[src/hw/rtl/srle_pkg.sv]
// ----------------------------------------------------------------------------
// srle_pkg
// Shared constants and types of the sprite row skip/literal encoder.
// ----------------------------------------------------------------------------
package srle_pkg;

   localparam int MAX_WIDTH   = 60;
   localparam int MAX_RESULTS = 64;
   localparam int IDX_W       = $clog2(MAX_WIDTH);
   localparam int CNT_W       = $clog2(MAX_WIDTH + 1);
   localparam int SKIP_W      = 6;
   localparam int NCNT_W      = $clog2(MAX_RESULTS + 1);

   localparam logic [7:0] TRANSPARENT  = 8'hFF;
   localparam logic [7:0] CODE_SKIP    = 8'd0;
   localparam logic [7:0] CODE_LITERAL = 8'd3;

   localparam logic [SKIP_W-1:0] SKIP_SAT = '1;

   localparam logic [1:0] MODE_IDLE = 2'd0;
   localparam logic [1:0] MODE_SKIP = 2'd1;
   localparam logic [1:0] MODE_LIT  = 2'd2;

   // One byte handed from the sequencer to the output register.
   typedef struct packed {
      logic [7:0] out_byte;
      logic       item_done;
      logic       row_done;
   } emit_type;

   // What one accepted item has to write, in stream order.
   typedef struct packed {
      logic              pre;       // owed terminator of the previous row
      logic              skiphdr;   // skip code and run length
      logic              flush;     // literal packet
      logic              endskip;   // skip run closing the row
      logic              post;      // row terminator
      logic [SKIP_W-1:0] skip_len;
      logic [CNT_W-1:0]  lit_cnt;
   } plan_type;

endpackage

[src/hw/rtl/srle_store.sv]
// ----------------------------------------------------------------------------
// srle_store
// Literal pixel buffer: one write port, one read port, registered read data.
// ----------------------------------------------------------------------------
module srle_store
   import srle_pkg::*;
(
   input  logic             clock,
   input  logic             wr_en,
   input  logic [IDX_W-1:0] wr_addr,
   input  logic [7:0]       wr_data,
   input  logic [IDX_W-1:0] rd_addr,
   output logic [7:0]       rd_data
);

   logic [7:0] mem [0:MAX_WIDTH-1];
   logic [7:0] rd_data_ff;

   always_ff @(posedge clock) begin
      if (wr_en) begin
         mem[wr_addr] <= wr_data;
      end
      rd_data_ff <= mem[rd_addr];
   end

   assign rd_data = rd_data_ff;

endmodule

[src/hw/rtl/srle_ctrl.sv]
// ----------------------------------------------------------------------------
// srle_ctrl
// Run tracking and byte sequencer: plans an item's packets when accepted,
// buffers literal pixels, then emits the bytes one per cycle unless stalled.
// ----------------------------------------------------------------------------
module srle_ctrl
   import srle_pkg::*;
(
   input  logic             clock,
   input  logic             reset,
   input  logic             req_valid,
   output logic             req_ready,
   input  logic [7:0]       req_pixel,
   input  logic             req_row_end,
   output logic             emit_valid,
   input  logic             emit_ready,
   output emit_type         emit,
   output logic             mem_wr_en,
   output logic [IDX_W-1:0] mem_wr_addr,
   output logic [7:0]       mem_wr_data,
   output logic [IDX_W-1:0] mem_rd_addr,
   input  logic [7:0]       mem_rd_data
);

   localparam logic [3:0] PH_IDLE     = 4'd0;
   localparam logic [3:0] PH_PRE0     = 4'd1;
   localparam logic [3:0] PH_PRE1     = 4'd2;
   localparam logic [3:0] PH_SKIP0    = 4'd3;
   localparam logic [3:0] PH_SKIP1    = 4'd4;
   localparam logic [3:0] PH_LIT_CODE = 4'd5;
   localparam logic [3:0] PH_LIT_CNT  = 4'd6;
   localparam logic [3:0] PH_LIT_DATA = 4'd7;
   localparam logic [3:0] PH_END0     = 4'd8;
   localparam logic [3:0] PH_END1     = 4'd9;
   localparam logic [3:0] PH_POST0    = 4'd10;
   localparam logic [3:0] PH_POST1    = 4'd11;

   localparam logic [2:0] GRP_PRE  = 3'd0;
   localparam logic [2:0] GRP_SKIP = 3'd1;
   localparam logic [2:0] GRP_LIT  = 3'd2;
   localparam logic [2:0] GRP_END  = 3'd3;
   localparam logic [2:0] GRP_POST = 3'd4;

   // First packet of the plan at or after the given group.
   function automatic logic [3:0] first_from(input logic [2:0] g, input plan_type p);
      logic [3:0] ph;
      ph = PH_IDLE;
      if (g <= GRP_POST && p.post)         ph = PH_POST0;
      if (g <= GRP_END  && p.endskip)      ph = PH_END0;
      if (g <= GRP_LIT  && p.flush)        ph = PH_LIT_CODE;
      if (g <= GRP_SKIP && p.skiphdr)      ph = PH_SKIP0;
      if (g == GRP_PRE  && p.pre)          ph = PH_PRE0;
      return ph;
   endfunction

   logic [3:0]        phase_ff, phase_in, phase_next;
   plan_type          plan_ff, plan_in, plan_new;
   logic [1:0]        mode_ff, mode_in;
   logic [SKIP_W-1:0] skip_ff, skip_in;
   logic [CNT_W-1:0]  lc_ff, lc_in;
   logic              owed_ff, owed_in;
   logic [IDX_W-1:0]  idx_ff, idx_in;
   logic              accept;
   logic              advance;
   logic              last_data;
   logic [CNT_W-1:0]  lc_inc;
   logic [NCNT_W-1:0] n_total;

   assign req_ready = (phase_ff == PH_IDLE);
   assign accept    = req_valid && req_ready;
   assign advance   = emit_valid && emit_ready;
   assign last_data = ({1'b0, idx_ff} + 7'd1) == {1'b0, plan_ff.lit_cnt};

   // Plan and run state update for the item being offered.
   always_comb begin
      plan_new          = '0;
      plan_new.pre      = owed_ff;
      mode_in           = mode_ff;
      skip_in           = skip_ff;
      lc_in             = lc_ff;
      owed_in           = owed_ff;
      lc_inc            = (lc_ff < CNT_W'(MAX_WIDTH)) ? lc_ff + 1'b1 : lc_ff;
      n_total           = '0;
      mem_wr_en         = 1'b0;
      if (req_pixel == TRANSPARENT) begin
         plan_new.flush   = (mode_ff == MODE_LIT) && (lc_ff != '0);
         plan_new.lit_cnt = lc_ff;
         lc_in            = '0;
         if (mode_ff == MODE_SKIP) begin
            skip_in = (skip_ff == SKIP_SAT) ? skip_ff : skip_ff + 1'b1;
         end else begin
            skip_in = SKIP_W'(1);
         end
         mode_in = MODE_SKIP;
         owed_in = 1'b0;
         if (req_row_end) begin
            plan_new.endskip = 1'b1;
            n_total = (owed_ff ? NCNT_W'(2) : '0)
                    + (plan_new.flush ? NCNT_W'(2) + NCNT_W'(lc_ff) : '0)
                    + NCNT_W'(2);
            // A row whose bytes would not fit in one item defers its terminator.
            plan_new.post = (n_total <= NCNT_W'(MAX_RESULTS - 2));
            owed_in       = !plan_new.post;
            mode_in       = MODE_IDLE;
            skip_in       = '0;
         end
      end else begin
         plan_new.skiphdr  = (mode_ff == MODE_SKIP);
         plan_new.skip_len = skip_ff;
         skip_in           = '0;
         mem_wr_en         = accept && (lc_ff < CNT_W'(MAX_WIDTH));
         owed_in           = 1'b0;
         mode_in           = MODE_LIT;
         lc_in             = lc_inc;
         if (req_row_end || lc_inc >= CNT_W'(MAX_WIDTH)) begin
            plan_new.flush   = 1'b1;
            plan_new.lit_cnt = lc_inc;
            plan_new.post    = req_row_end;
            mode_in          = MODE_IDLE;
            lc_in            = '0;
         end
      end
   end

   assign mem_wr_addr = lc_ff[IDX_W-1:0];
   assign mem_wr_data = req_pixel;

   // Phase that follows the current byte.
   always_comb begin
      case (phase_ff)
         PH_PRE0:     phase_next = PH_PRE1;
         PH_PRE1:     phase_next = first_from(GRP_SKIP, plan_ff);
         PH_SKIP0:    phase_next = PH_SKIP1;
         PH_SKIP1:    phase_next = first_from(GRP_LIT, plan_ff);
         PH_LIT_CODE: phase_next = PH_LIT_CNT;
         PH_LIT_CNT:  phase_next = PH_LIT_DATA;
         PH_LIT_DATA: phase_next = last_data ? first_from(GRP_END, plan_ff) : PH_LIT_DATA;
         PH_END0:     phase_next = PH_END1;
         PH_END1:     phase_next = first_from(GRP_POST, plan_ff);
         PH_POST0:    phase_next = PH_POST1;
         PH_POST1:    phase_next = PH_IDLE;
         default:     phase_next = PH_IDLE;
      endcase
   end

   always_comb begin
      emit_valid     = (phase_ff != PH_IDLE);
      emit.item_done = (phase_next == PH_IDLE);
      emit.row_done  = (phase_ff == PH_PRE1) || (phase_ff == PH_POST1);
      case (phase_ff)
         PH_SKIP1:    emit.out_byte = {{(8-SKIP_W){1'b0}}, plan_ff.skip_len};
         PH_LIT_CODE: emit.out_byte = CODE_LITERAL;
         PH_LIT_CNT:  emit.out_byte = {{(8-CNT_W){1'b0}}, plan_ff.lit_cnt};
         PH_LIT_DATA: emit.out_byte = mem_rd_data;
         default:     emit.out_byte = CODE_SKIP;
      endcase
   end

   always_comb begin
      phase_in = phase_ff;
      plan_in  = plan_ff;
      idx_in   = idx_ff;
      if (accept) begin
         phase_in = first_from(GRP_PRE, plan_new);
         plan_in  = plan_new;
         idx_in   = '0;
      end else if (advance) begin
         phase_in = phase_next;
         if (phase_ff == PH_LIT_DATA) begin
            idx_in = last_data ? '0 : idx_ff + 1'b1;
         end
      end
   end

   // The read address is the next value of the index, so that the registered data
   // always belongs to the pixel being emitted.
   assign mem_rd_addr = idx_in;

   always_ff @(posedge clock) begin
      if (reset) begin
         phase_ff <= PH_IDLE;
         plan_ff  <= '0;
         mode_ff  <= MODE_IDLE;
         skip_ff  <= '0;
         lc_ff    <= '0;
         owed_ff  <= 1'b0;
         idx_ff   <= '0;
      end else begin
         phase_ff <= phase_in;
         plan_ff  <= plan_in;
         idx_ff   <= idx_in;
         if (accept) begin
            mode_ff <= mode_in;
            skip_ff <= skip_in;
            lc_ff   <= lc_in;
            owed_ff <= owed_in;
         end
      end
   end

endmodule

[src/hw/rtl/sprite_row_skip_literal_encoder.sv]
// The first byte of an item passes the phase register and then the output
// register before it shows on rsp_. An item's bytes come one per cycle while
// rsp_ready is high; the input stays held until all reach the output register.
// Literal bytes are read from the pixel buffer, whose read data is registered.
// Reset clears the run state, the sequencer and the valid flag of the output
// register; the pixel buffer is not cleared, and only written bytes are emitted.
// ----------------------------------------------------------------------------
// sprite_row_skip_literal_encoder
// Encodes sprite rows into skip and literal packets with row terminators.
// ----------------------------------------------------------------------------
module sprite_row_skip_literal_encoder
   import srle_pkg::*;
(
   input  logic       clock,
   input  logic       reset,
   input  logic       req_valid,
   output logic       req_ready,
   input  logic [7:0] req_pixel,
   input  logic       req_row_end,
   output logic       rsp_valid,
   input  logic       rsp_ready,
   output logic [7:0] rsp_out_byte,
   output logic       rsp_item_done,
   output logic       rsp_row_done
);

   logic             emit_valid;
   logic             emit_ready;
   emit_type         emit;
   logic             mem_wr_en;
   logic [IDX_W-1:0] mem_wr_addr;
   logic [7:0]       mem_wr_data;
   logic [IDX_W-1:0] mem_rd_addr;
   logic [7:0]       mem_rd_data;
   logic             rsp_valid_ff, rsp_valid_in;
   emit_type         rsp_ff;

   srle_ctrl u_ctrl (
      .clock       (clock),
      .reset       (reset),
      .req_valid   (req_valid),
      .req_ready   (req_ready),
      .req_pixel   (req_pixel),
      .req_row_end (req_row_end),
      .emit_valid  (emit_valid),
      .emit_ready  (emit_ready),
      .emit        (emit),
      .mem_wr_en   (mem_wr_en),
      .mem_wr_addr (mem_wr_addr),
      .mem_wr_data (mem_wr_data),
      .mem_rd_addr (mem_rd_addr),
      .mem_rd_data (mem_rd_data)
   );

   srle_store u_store (
      .clock   (clock),
      .wr_en   (mem_wr_en),
      .wr_addr (mem_wr_addr),
      .wr_data (mem_wr_data),
      .rd_addr (mem_rd_addr),
      .rd_data (mem_rd_data)
   );

   // Output register: takes a new byte whenever it is empty or being drained.
   assign emit_ready   = !rsp_valid_ff || rsp_ready;
   assign rsp_valid_in = emit_valid || (rsp_valid_ff && !rsp_ready);

   always_ff @(posedge clock) begin
      if (reset) begin
         rsp_valid_ff <= 1'b0;
      end else begin
         rsp_valid_ff <= rsp_valid_in;
      end
      if (emit_valid && emit_ready) begin
         rsp_ff <= emit;
      end
   end

   assign rsp_valid     = rsp_valid_ff;
   assign rsp_out_byte  = rsp_ff.out_byte;
   assign rsp_item_done = rsp_ff.item_done;
   assign rsp_row_done  = rsp_ff.row_done;

endmodule

[config.mk]
export PLATFORM = sky130hd
export DESIGN_NAME = sprite_row_skip_literal_encoder
export DESIGN_NICKNAME = d
export VERILOG_FILES = /design/src/hw/rtl/srle_pkg.sv /design/src/hw/rtl/srle_store.sv /design/src/hw/rtl/srle_ctrl.sv /design/src/hw/rtl/sprite_row_skip_literal_encoder.sv
export SDC_FILE = /design/constraint.sdc
export NUM_CORES = 1
export LEC_CHECK = 0
export BUFFER_PORTS_ARGS = -buffer_cell sky130_fd_sc_hd__buf_4
export CORE_MARGIN = 2
export CORE_UTILIZATION = 45
export DETAILED_ROUTE_END_ITERATION = 7
export PLACE_DENSITY = 0.6
export REMOVE_ABC_BUFFERS = 1
export SLEW_MARGIN = 30
export SYNTH_ARGS = -nofsm -noshare
export SYNTH_HDL_FRONTEND = slang
export SYNTH_SLANG_ARGS = --single-unit
[constraint.sdc]
create_clock -name clock -period 4.4 [get_ports clock]
set_input_delay 0.44 -clock clock [delete_from_list [all_inputs] [get_ports clock]]
set_output_delay 0.44 -clock clock [all_outputs]
set_load 0.05 [all_outputs]
==> flow_summary.yaml <==
status:
  status: "complete, no violations"
placed_design:
  dp_hpwl_mm: 50.9
  routabilityCongestion: 0.932
  post-place-ws_ps: 522
  number_of_input_and_output_port_buffers_inserted: 24
cells_and_area:
  num-nets-final: 2289
  fillers: 4979
  synthToLayoutAreaGrowth_pct: 12.5
  fraction_of_layout_cells_with_a_size_suffix_above_1_pct: 12.5
global_route:
  globalRouteMet3Util_pct: 4.35
  grt_antenna_before_repair: 2
  grt_util_met1_pct: 37.9
  grt_overflow_total: 0
  gr-usage-all-layers_pct: 26.8
  grt_busiest_layer: "met2"
  number_of_global_route_vias_before_repair: 18600
  grt_pass1_wl_mm: 120
  grt_start_max_net_pins: 209
  gr-usage-met2_pct: 41.9
setup_path:
  worst-r2r-setup-slack_ps: 430
  timing_worst_setup_path_type: "reg -> reg"
  worstReg2RegEnd: "u_store.rd_data[6]"
  r2r_start: "u_ctrl.idx_ff[0]"
  critPathArrivalTime_ps: 4520
  cp_startpoint_kind: "flop"
  worst-path-max-fanout: 51
  worst_ep_required_time_ps: 4950
  crit_path_end_kind: "flop"
  reg2regPathDepth: 11
synthesis:
  synthFlopType: "edfxtp_1"
  synth.distinct_cells: 90
  yosys-top-cells-count: "edfxtp_1 (490), nor2_1 (259), nand2_1 (149)"
  synth.avg_cell_area_um2: 11.4
  post_synth_inst_count: 2245
  synth-edff-count: 490
  synth.cell_area_um2: 25700
  synth_warnings: 0
  post-synth-top-area-fraction_pct: 57.4
  synth_sequential_area_ratio_pct: 61.3
  area_leader_netlist: "edfxtp_1"
  synth_area_leaders: "edfxtp_1 (57%), dfxtp_1 (3.9%), nor2_1 (3.8%), mux2i_1 (2.5%), o21ai_0 (2.5%)"
  synthMostInstantiatedCell: "edfxtp_1"
  async_reset_ff_share_pct: 0
  register_bit_total_from_synthesis: 540
timing:
  clock_skew_ps: 35.6
  rsz_0062_raised_after_global_routing: "false"
  worst-slew-pin-transition_ps: 936
  fmax_mhz: 252
  maxSlewHeadroom_pct: 37.6
  whs_ps: 135
  timing.final.crit_share_pct: 90.2
  final-max-slew-violation-count: 0
  finalSetupViolations: 0
  period_minus_slack_ps: 3970
  final.setup.worst_slack_ps: 431
  timing_hold_violations_final: 0
worst_hold_path:
  min_path_type: "in -> reg"
  hold_start: "req_row_end"
  whs_path_depth: 3
  hold_end: "u_ctrl.plan_ff[12]"
die:
  initial_utilization_pct: 45.5
  die_w_um: 243
  i_o_pin_count: 25
  die-height_um: 243
  fp.dieArea_um2: 58900
  number_of_rows_in_the_core_area: 87
  core-area_um2: 56400
drt:
  route.detailed.drc: 0
  detail-route-antenna-nets: 0
  vias: 19500
  routed_via_density: 6.35
  post_dr_wirelength_cell_um: 26.1
  number_of_search_and_repair_iterations_in_the_first_detailed_routing_pass: 6
  wl_mm: 80.3
  dr.first_iter.drc_count: 2503
cts:
  clk_path_buf_depth: 3
  ctsRootBufferMaster: "clkbuf_16"
  clk_pin_slew_worst_paths_ps: 60
  tritoncts.num_buffers: 58
  postCtsResizedCells: 0
  holdBufCountCts: 0
  tritoncts: "done"
  clock_latency_ps: 650
  clock_sinks: 540
  cts_max_level: 2
  postCtsSetupBuffers: 0
power:
  irDropWorstVdd_v: 0.000342
  static-leakage-power_nw: 9.38
  power_density_nw_per_um2: 449
job:
  cap_viol_max_count: 0
## per-stage QoR
step | instances | area, µm² | TNS (ps) | power, mW | utilization [%]
after floorplan | 2064 | 24800 | -333760 | 7.27 | -
after global placement | 2961 | 27000 | 0 | 8.18 | 47.8
after detailed placement | 2961 | 27000 | 0 | 8.20 | 47.8
after CTS | 3070 | 28800 | 0 | 13.0 | 51.1
after global routing | 3070 | 28800 | 0 | 13.4 | 51.2
final | 3073 | 28900 | 0 | 13.0 | 51.2
## power by group
group,internal (mW),switching [mW],leakage (nW),total (mW)
Combinational,0.637,1.62,3.64,2.26
Sequential,5.75,0.114,4.82,5.87
Clock,2.79,2.05,0.909,4.83
## cell usage in the layout, fill, tap and decap left out, types with 14 or more instances in the layout
master,count
inv_1,22
mux2_2,19
nor3_1,98
a311oi_1,16
o221ai_1,18
o21ai_0,127
buf_4,136
clkbuf_16,58
nor2_1,258
dfxtp_1,49
a21oi_1,124
o32ai_1,14
mux2i_1,65
nand3_1,103
o31ai_1,19
and3_1,41
a211oi_1,28
nand2_1,148
nand2b_1,23
o22ai_1,91
o211ai_1,15
a32oi_1,15
a221oi_1,22
and2_1,14
edfxtp_1,490
o311ai_0,18
## routing by layer
layer,share of wire [%],up-vias
met2,46,970
met3,8.5,151
met5,0,-
li1,-,8730
met1,42,9676
met4,3.4,0
## critical path, stage by stage (launching register included)
cell and delay [ps]:
dfxtp_4 370, ha_1 340, xor2_1 160, nor3_2 270
o21ai_4 180, o21ai_4 610, buf_12 310, nor2_1 60
a2111oi_0 610, a211oi_1 120, or4_1 630, o32ai_1 160
## flip-flops by register name, indices dropped and copies added, names as in the netlist
signal / flops
u_ctrl.owed_ff: 1
u_ctrl.mode_ff: 2
rsp_row_done: 1
u_ctrl.mem_wr_addr: 6
rsp_out_byte: 8
u_store.rd_data: 8
rsp_item_done: 1
u_ctrl.phase_ff: 4
u_ctrl.skip_ff: 6
u_ctrl.idx_ff: 6
rsp_valid: 1
u_ctrl.plan_ff: 16
u_store.mem: 480
## area by class of cell
| class | count | area (µm²) | area share [%] |
|---|---|---|---|
| Antenna cell | 3 | 7.51 | 0.0260 |
| Clock buffer | 79 | 1610 | 5.58 |
| Multi-Input combinational cell | 1501 | 9090 | 31.5 |
| Inverter | 23 | 86.3 | 0.299 |
| Sequential cell | 540 | 15700 | 54.5 |
| Tap cell | 756 | 946 | 3.28 |
| Timing Repair Buffer | 141 | 1120 | 3.89 |
| Clock inverter | 30 | 269 | 0.932 |
## cell families after synthesis
family                   share of synthesized area (%)
XOR/XNOR                                         0.532
AO/OA/AOI/OAI                                     17.3
multiplexers                                      3.37
buffers and inverters                             3.54
AND/OR/NAND/NOR                                   13.5
flip-flops                                        61.3
adder cells (fa/ha/maj)                          0.537
## how the worst max path moves through the flow
stage                             startpoint                  to  slack [ps]
final                       u_ctrl.idx_ff[0]  u_store.rd_data[6]         430
after global routing        u_ctrl.idx_ff[1]  u_store.rd_data[6]         210
after CTS                 u_ctrl.phase_ff[3]  u_store.rd_data[4]         490
after detailed placement  u_ctrl.phase_ff[3]  u_store.rd_data[4]         520
after global placement      u_ctrl.idx_ff[0]  u_store.rd_data[6]         540
after floorplan             u_ctrl.idx_ff[0]  u_store.rd_data[6]       -5790
No activity file was read; power rests on OpenSTA's default activity.
